### config.mk
export PLATFORM = sky130hd
export DESIGN_NAME = btl_rec_fetch
export DESIGN_NICKNAME = d
export VERILOG_FILES = /design/src/btl_pkg.sv /design/src/btl_rec_fetch.sv
export SDC_FILE = /design/constraint.sdc
export NUM_CORES = 1
export LEC_CHECK = 0
export ABC_AREA = 1
export ABC_CLOCK_PERIOD_IN_PS = 3650
export BUFFER_PORTS_ARGS = -buffer_cell sky130_fd_sc_hd__buf_2
export CELL_PAD_IN_SITES_DETAIL_PLACEMENT = 1
export CELL_PAD_IN_SITES_GLOBAL_PLACEMENT = 2
export CORE_MARGIN = 4
export CORE_UTILIZATION = 31
export DETAILED_ROUTE_END_ITERATION = 8
export PLACE_DENSITY_LB_ADDON = 0.1
export SETUP_SLACK_MARGIN = 0.15
export SLEW_MARGIN = 5
export SYNTH_ARGS = -nofsm -noshare
export SYNTH_HDL_FRONTEND = slang
export SYNTH_SLANG_ARGS = --single-unit
### constraint.sdc
create_clock -name clk -period 3.65 [get_ports clk]
set_input_delay 0.9125 -clock clk [delete_from_list [all_inputs] [get_ports clk]]
set_output_delay 0.9125 -clock clk [all_outputs]
set_load 0.01 [all_outputs]
### src/btl_pkg.sv
// ----------------------------------------------------------------------------
// btl_pkg: shared types and constants for the binary trie lookup core
// record layout codes, result codes, register indexes, fetch unit control
// ----------------------------------------------------------------------------
package btl_pkg;

  localparam int NODE_W   = 19;   // node index width
  localparam int OFF_W    = 23;   // byte offset of any record byte of a legal node
  localparam int VALUE_W  = 32;   // record value width
  localparam int SEP_LEN  = 16;   // gap between the tree and the data section
  localparam int CFG_IDX_W = 2;

  typedef enum logic [0:0] {
    OP_WRITE  = 1'b0,
    OP_LOOKUP = 1'b1
  } op_t;

  typedef enum logic [2:0] {
    ST_WRITTEN   = 3'd0,
    ST_NOT_FOUND = 3'd1,
    ST_FOUND     = 3'd2,
    ST_INVALID   = 3'd3,
    ST_NO_V4     = 3'd4
  } status_t;

  typedef enum logic [1:0] {
    MODE_24 = 2'd0,
    MODE_28 = 2'd1,
    MODE_32 = 2'd2,
    MODE_32_ALT = 2'd3
  } rec_mode_t;

  typedef enum logic [CFG_IDX_W-1:0] {
    CFG_NODE_COUNT  = 2'd0,
    CFG_RECORD_MODE = 2'd1,
    CFG_TREE_IS_V6  = 2'd2,
    CFG_DATA_WINDOW = 2'd3
  } cfg_idx_t;

  localparam logic [7:0] NIBBLE_HI = 8'hF0;
  localparam logic [7:0] NIBBLE_LO = 8'h0F;

  typedef struct packed {
    logic              start;
    logic [NODE_W-1:0] node;
    logic              side;
    rec_mode_t         mode;
  } fetch_req_t;

  typedef struct packed {
    logic               done;
    logic [VALUE_W-1:0] record;
  } fetch_rsp_t;

  // byte position inside a node of the k-th byte fetched for one record
  // the 28-bit form fetches the shared nibble byte first
  function automatic logic [2:0] rel_off(rec_mode_t mode, logic side, logic [1:0] k);
    logic [2:0] r;
    r = 3'd0;
    case (mode)
      MODE_24: r = side ? (3'd3 + 3'(k)) : 3'(k);
      MODE_28: begin
        if (k == 2'd0) begin
          r = 3'd3;
        end else begin
          r = side ? (3'd3 + 3'(k)) : (3'(k) - 3'd1);
        end
      end
      default: r = side ? (3'd4 + 3'(k)) : 3'(k);
    endcase
    return r;
  endfunction

endpackage

### src/btl_rec_fetch.sv
// ----------------------------------------------------------------------------
// btl_rec_fetch: record fetch unit
// computes a node's byte offset and reads one record a byte per cycle
// ----------------------------------------------------------------------------
module btl_rec_fetch #(
  parameter int TREE_BYTES = 1048576
) (
  input  logic                          clk,
  input  logic                          rst_n,
  input  btl_pkg::fetch_req_t           req,
  output btl_pkg::fetch_rsp_t           rsp,
  output logic [$clog2(TREE_BYTES)-1:0] rd_addr,
  input  logic [7:0]                    rd_data
);

  localparam int AW = $clog2(TREE_BYTES);

  logic                      busy_r;
  logic                      rd_vld_r;
  logic [btl_pkg::OFF_W-1:0] base_r;
  logic [btl_pkg::OFF_W-1:0] base_nxt;
  logic                      side_r;
  btl_pkg::rec_mode_t        mode_r;
  logic [2:0]                k_r;
  logic [1:0]                rd_k_r;
  logic                      rd_oob_r;
  logic [23:0]               acc_r;

  logic [2:0]                nb;
  logic                      issue;
  logic [btl_pkg::OFF_W-1:0] off;
  logic [31:0]               off_ext;
  logic                      oob;
  logic [7:0]                byte_q;
  logic [7:0]                part;
  logic                      last;
  logic [btl_pkg::OFF_W-1:0] node_ext;

  assign node_ext = btl_pkg::OFF_W'(req.node);

  // node times stride: 6, 7 or 8 bytes
  always_comb begin
    case (req.mode)
      btl_pkg::MODE_24: base_nxt = (node_ext << 2) + (node_ext << 1);
      btl_pkg::MODE_28: base_nxt = (node_ext << 3) - node_ext;
      default:          base_nxt = node_ext << 3;
    endcase
  end

  assign nb      = (mode_r == btl_pkg::MODE_24) ? 3'd3 : 3'd4;
  assign issue   = busy_r && (k_r < nb);
  assign off     = base_r + btl_pkg::OFF_W'(btl_pkg::rel_off(mode_r, side_r, k_r[1:0]));
  assign off_ext = 32'(off);
  assign oob     = off_ext >= 32'(TREE_BYTES);
  assign rd_addr = off_ext[AW-1:0];

  // bytes past the end of the memory read as zero
  assign byte_q = rd_oob_r ? 8'h00 : rd_data;

  always_comb begin
    part = byte_q;
    if (mode_r == btl_pkg::MODE_28 && rd_k_r == 2'd0) begin
      part = side_r ? (byte_q & btl_pkg::NIBBLE_LO) : ((byte_q & btl_pkg::NIBBLE_HI) >> 4);
    end
  end

  assign last       = rd_vld_r && (3'(rd_k_r) == (nb - 3'd1));
  assign rsp.done   = last;
  assign rsp.record = {acc_r, part};

  always_ff @(posedge clk) begin
    if (!rst_n) begin
      busy_r   <= 1'b0;
      rd_vld_r <= 1'b0;
    end else if (req.start) begin
      busy_r   <= 1'b1;
      rd_vld_r <= 1'b0;
    end else begin
      rd_vld_r <= issue;
      if (last) begin
        busy_r <= 1'b0;
      end
    end
  end

  always_ff @(posedge clk) begin
    if (req.start) begin
      base_r <= base_nxt;
      side_r <= req.side;
      mode_r <= req.mode;
      k_r    <= 3'd0;
      acc_r  <= 24'd0;
    end else begin
      if (issue) begin
        k_r <= k_r + 3'd1;
      end
      if (rd_vld_r) begin
        acc_r <= {acc_r[15:0], part};
      end
    end
    rd_k_r   <= k_r[1:0];
    rd_oob_r <= oob;
  end

endmodule

Word-level counts from Yosys, hierarchy flattened
Cells that the tools add are included.
- $add $sub $neg: 8
- order comparisons: 2
- equality and inequality tests: 3
- muxes and demuxes: 12
- bitwise operators: 1
- reductions and logical operators: 9
- operators with widths (operator ; count):
    $pmux 23 s2 ; 1
    $add 23x3->23 ; 1
    $ge 23x21->1 const B ; 1
    $sub 22x19->23 ; 1
    $add 21x20->22 ; 1
    $mux 8 ; 2
    $mux 3 ; 5
    $logic_not 2->1 ; 4
    $pmux 3 s2 ; 1
    $eq 2x1->1 const B ; 2
    $mux 4 ; 1
    $add 2x2->3 const A ; 1
    $add 3x1->3 const B ; 1
    $add 3x2->3 const A ; 1
    $eq 2x3->1 ; 1
    $logic_and 1x1->1 ; 3
    $lt 3x3->1 ; 1
    $sub 2x1->3 const B ; 1
    $sub 3x1->3 const B ; 1
    $mux 1 ; 2
    $reduce_bool 2->1 ; 1
    $reduce_or 2->1 ; 1
    $not 1->1 ; 1
- flip-flop bits (word level): 58
- bits of input ports: 33
- output and inout port bits: 53
- logic and storage cells: 44

Logic depth before layout (Yosys ltp)
- depth after elaboration: 7
- mapped depth: 18
- gate-level depth less buffers: 18

Worst setup path before layout
Ideal clock, no wire load.
- kind: register -> output
- start point: register mode_r[1]
- end point: output port rd_addr[16]
- arrival: 2.385 ns
- required time: 2.738 ns
- path slack: 0.353 ns
- cell stages (with the launch flop): 16
- buffers on the path: 0
- cells stage by stage: edfxtp_1 > inv_1 > o21ai_0 > nand2_1 > o41ai_1 > a31oi_1 > ha_1 > inv_1 > fa_1 > inv_1 > nand2_1 > a21boi_2 > nand2_1 > nor3_2 > nand3_1 > xnor2_1
- longest elaborated chain between the ends: 3
- elaborated cells on any way between the ends: 4
- classes of those cells: add/sub (1); eq/ne (1); mux (1); reduce/logical (1)
- RTL lines (element ; line ; text):
    from (decl) ; btl_rec_fetch.sv:23 ; btl_pkg::rec_mode_t mode_r;
    from (signal assigned) ; btl_rec_fetch.sv:90 ; mode_r <= req.mode;
    $eq 2x1->1 or $logic_not 2->1 (tied branches) ; btl_pkg.sv:60 ; case (mode)
    $pmux 3 s2 (*) ; btl_pkg.sv:60 ;
    $add 23x3->23 (*) ; btl_rec_fetch.sv:52 ; assign off = base_r + btl_pkg::OFF_W'(btl_pkg::rel_off(mode_r, side_r, k_r[1:0]));
    to (decl) ; btl_rec_fetch.sv:12 ; output logic [$clog2(TREE_BYTES)-1:0] rd_addr,
Mark *: on every way between the ends. The rest lies on a longest branch, timed or not.

Final worst setup path
- start point: register k_r[0]
- end point: output port rd_addr[16]
- longest elaborated chain between the ends: 5
- elaborated cells on any way between the ends: 10
- classes of those cells: add/sub (4); mux (5); reduce/logical (1)
- RTL lines (element ; line ; text):
    from (decl) ; btl_rec_fetch.sv:24 ; logic [2:0] k_r;
    from (signal assigned) ; btl_rec_fetch.sv:95 ; k_r <= k_r + 3'd1;
    $sub 2x1->3 or $add 2x2->3 (tied branches) ; btl_pkg.sv:66, btl_pkg.sv:61 ;
    $mux 3 ; btl_pkg.sv:66 ; r = side ? (3'd3 + 3'(k)) : (3'(k) - 3'd1);
    $mux 3 ; btl_pkg.sv:63 ; if (k == 2'd0) begin
    $pmux 3 s2 (*) ; btl_pkg.sv:60 ;
    $add 23x3->23 (*) ; btl_rec_fetch.sv:52 ;
Marks and branches as above.

==> flow_summary.yaml <==
logic_synthesis:
  ys_seq_elements: 58
  yosysTopAreaCell: "nand2_1"
  netlist_top_cells_count: "nand2_1, inv_1, nor2_1"
  synth_top_area_frac: 0.153
  synth_area_um2: 5510
  synth_warnings: 0
  async_flop_share: 0
  yosys-top-cells-area: "nand2_1, edfxtp_1, dfxtp_1, ha_1, inv_1"
  synth-edff-count: 26
  ys_types: 42
  synth_cells: 855
  synth-main-ff-cell: "dfxtp_1"
  synth_most_common_cell: "nand2_1"
  syn-num-nets: 939
  syn_avg_cell_area_um2: 6.44
  ys_seq_area_frac: 0.258
worst_setup_path:
  path_max_fanout: 5
  reg2reg_slack_ns: 1.06
  crit_chain: "inv_4 -> ha_1 -> o41ai_2 -> a31oi_1 -> ha_2 -> inv_2 -> fa_2 -> inv_2 -> nand2_2 -> a21boi_2 -> nand2_2 -> nor3_4 -> nand3_2 -> xnor2_2 -> buf_2"
  path_delay_family: "adder cells"
  worstSetupStartpoint: "k_r[0]"
  cp.depth: 15
  cp_slowest_cell: "fa_2"
  rr_worst_depth: 18
  start_kind: "flip-flop"
  crit_buf_inv: 4
  crit_end: "rd_addr[16]"
  arrival_ns: 2.86
  cp-end-kind: "output pin"
  crit_type: "reg -> out"
  rr_startpoint: "k_r[0]"
  max_stage_delay_ns: 0.35
  worstPathRequired_ns: 2.74
  r2r-end: "rd_oob_r"
power_and_ir_drop:
  power_frac_seq: 0.316
  max-vdd-ir-drop_mv: 0.226
  clkPwrFrac: 0.347
  switching_share: 0.351
  leakage_nw: 3.52
  power_mw: 2.51
  power.switching_mw: 0.882
  p_int_mw: 1.63
  power_density_nw_per_um2: 367
  comb_power_share: 0.337
grt:
  grt_max_degree: 33
  grt_pass1_wl_um: 31900
  grtUsageTotal: 0.200
  grt_util_met3: 0.0243
  gr-usage-met2: 0.366
  busiest_layer: "met2"
  use_met1: 0.243
  overflow: 0
  antenna_found_initial: 0
  grt_pass1_vias: 6294
place:
  gp_congestion: 0.892
  hpwl_um: 16500
  dp_slack_ns: -0.00754
  port_buffers: 85
cts:
  holdBufCountCts: 0
  clock_latency_ns: 0.33
  numCtsBuffers: 9
  cts_root_buffer: "clkbuf_16"
  cts_buffer_depth: 2
  cts-htree-levels: 3
  cts_tree: "built"
  clk_pin_slew_ns: 0.05
  cts_sinks: 58
layout:
  antenna_cells: 0
  layout.nets: 1048
  drive_above_1_share: 0.189
  fillCellCount: 2289
  area_growth_syn_to_layout_pct: 24.3
  area.sequential_um2: 1420
  multiInputGateArea_um2: 3710
drt:
  routed_wl_um: 20400
  firstDrtPassIters: 4
  viasPerCell: 5.07
  drt_iter0_drc: 197
  route.detailed.drc: 0
  routedWlPerCell_um: 17.0
  dr_total_vias: 6049
  ant_nets: 0
floorplanning:
  die-height_um: 141
  rows: 48
  core_um2: 17400
  start_util: 0.317
  die_x_um: 141
  dieArea_um2: 20000
  io_pins: 86
timing:
  rsz0062_at_grt: "true"
  final_max_slew_viol_count: 0
  setup_viol: 7
  fmax_ghz: 0.265
  maxSlewHeadroom: 0.568
  tightest_slew_ns: 0.648
  setup_slack_ns: -0.121
  finalHoldViolCount: 0
  layout_min_cycle_time_ns: 3.77
  min_period_over_period: 1.03
  finalSetupTns_ns: -0.446
  fin_skew_ns: 0.00472
outcome:
  status: "finished with violations"
  violations: "negative setup slack"
flow_run:
  drv_cap: 0
hold_path:
  worstHoldPathType: "reg -> reg"
## flip-flops by register name (all words and copies together), names as in the netlist
name and count:
acc_r 24, base_r 23, busy_r 1, k_r 3, mode_r 2, rd_k_r 2, rd_oob_r 1, rd_vld_r 1
side_r 1
## per-stage QoR
step	utilization	hold slack [ns]	area [um^2]	std cells
2_1_floorplan	-	0.380	5510	855
3_3_place_gp	0.358	0.465	6220	1160
3_5_place_dp	0.358	0.472	6220	1160
4_1_cts	0.388	0.480	6740	1189
5_1_grt	0.395	0.530	6850	1194
6_report	0.395	0.477	6850	1194
## kinds of logic after synthesis
| logic type | after synthesis | share of synthesized area |
|---|---|---|
| AND/OR/NAND/NOR | 457 | 0.366 |
| buffers and inverters | 141 | 0.0972 |
| AO/OA/AOI/OAI | 126 | 0.125 |
| XOR/XNOR | 22 | 0.0350 |
| adder cells (fa/ha/maj) | 51 | 0.119 |
| flip-flops | 58 | 0.258 |
## area by class of cell
class / instances / area share
Tap cell: 225 / 0.0411
Multi-Input combinational cell: 656 / 0.541
Timing Repair Buffer: 111 / 0.0917
Inverter: 128 / 0.0712
Clock inverter: 2 / 0.00201
Clock buffer: 14 / 0.0447
Sequential cell: 58 / 0.208
## placed cells by master (no fill, tap or decap), types with 7 or more instances in the layout
cell type / count
inv_1: 120
clkbuf_16: 11
ha_1: 45
o211ai_1: 7
nand3_1: 73
dfxtp_1: 30
o21ai_0: 46
buf_4: 24
nor3_1: 11
xnor2_1: 7
a21oi_1: 52
edfxtp_1: 26
nand3b_1: 9
nand4_1: 12
nand2_1: 222
xor2_1: 8
o21ai_1: 7
buf_2: 85
nor2_1: 98
## worst min path at each step
stage,start,endpoint,slack [ns],depth (start not counted)
floorplan,k_r[0],rd_k_r[0],0.38,0
global placement,busy_r,busy_r,0.46,2
detailed placement,acc_r[0],acc_r[8],0.47,2
CTS,acc_r[0],acc_r[8],0.48,2
global route,busy_r,busy_r,0.53,2
finish,acc_r[0],acc_r[8],0.48,2
## power by group through the flow
stage          Sequential (mW)  Combinational (mW)  Clock, mW
2_1_floorplan            0.795               0.492          0
3_3_place_gp             0.800               0.761          0
3_5_place_dp             0.802               0.779          0
4_1_cts                  0.791               0.825      0.896
5_1_grt                  0.801               0.946      0.921
6_report                 0.795               0.848      0.872
## worst register-to-register path: cells and delay by family (launching register included)
kind / cells / cell delay, ns
flops: 1 / 0.33
fa+ha+maj: 3 / 0.79
buf+inv: 4 / 0.39
simple gates: 9 / 0.72
compound gates: 2 / 0.26
## metal layers
metal	up-vias	routed length, um
met3	36	706
met2	131	10300
met1	2873	8770
li1	3009	-
met4	0	559
met5	-	0
## what timing repair did
item | 4_1_cts | 5_1_grt
resized for setup | 28 | 14
pin swaps | 11 | 9
setup buffers | 13 | 5
endpoints found under the setup margin | 16 | 17
Power figures use the tool's default switching activity.
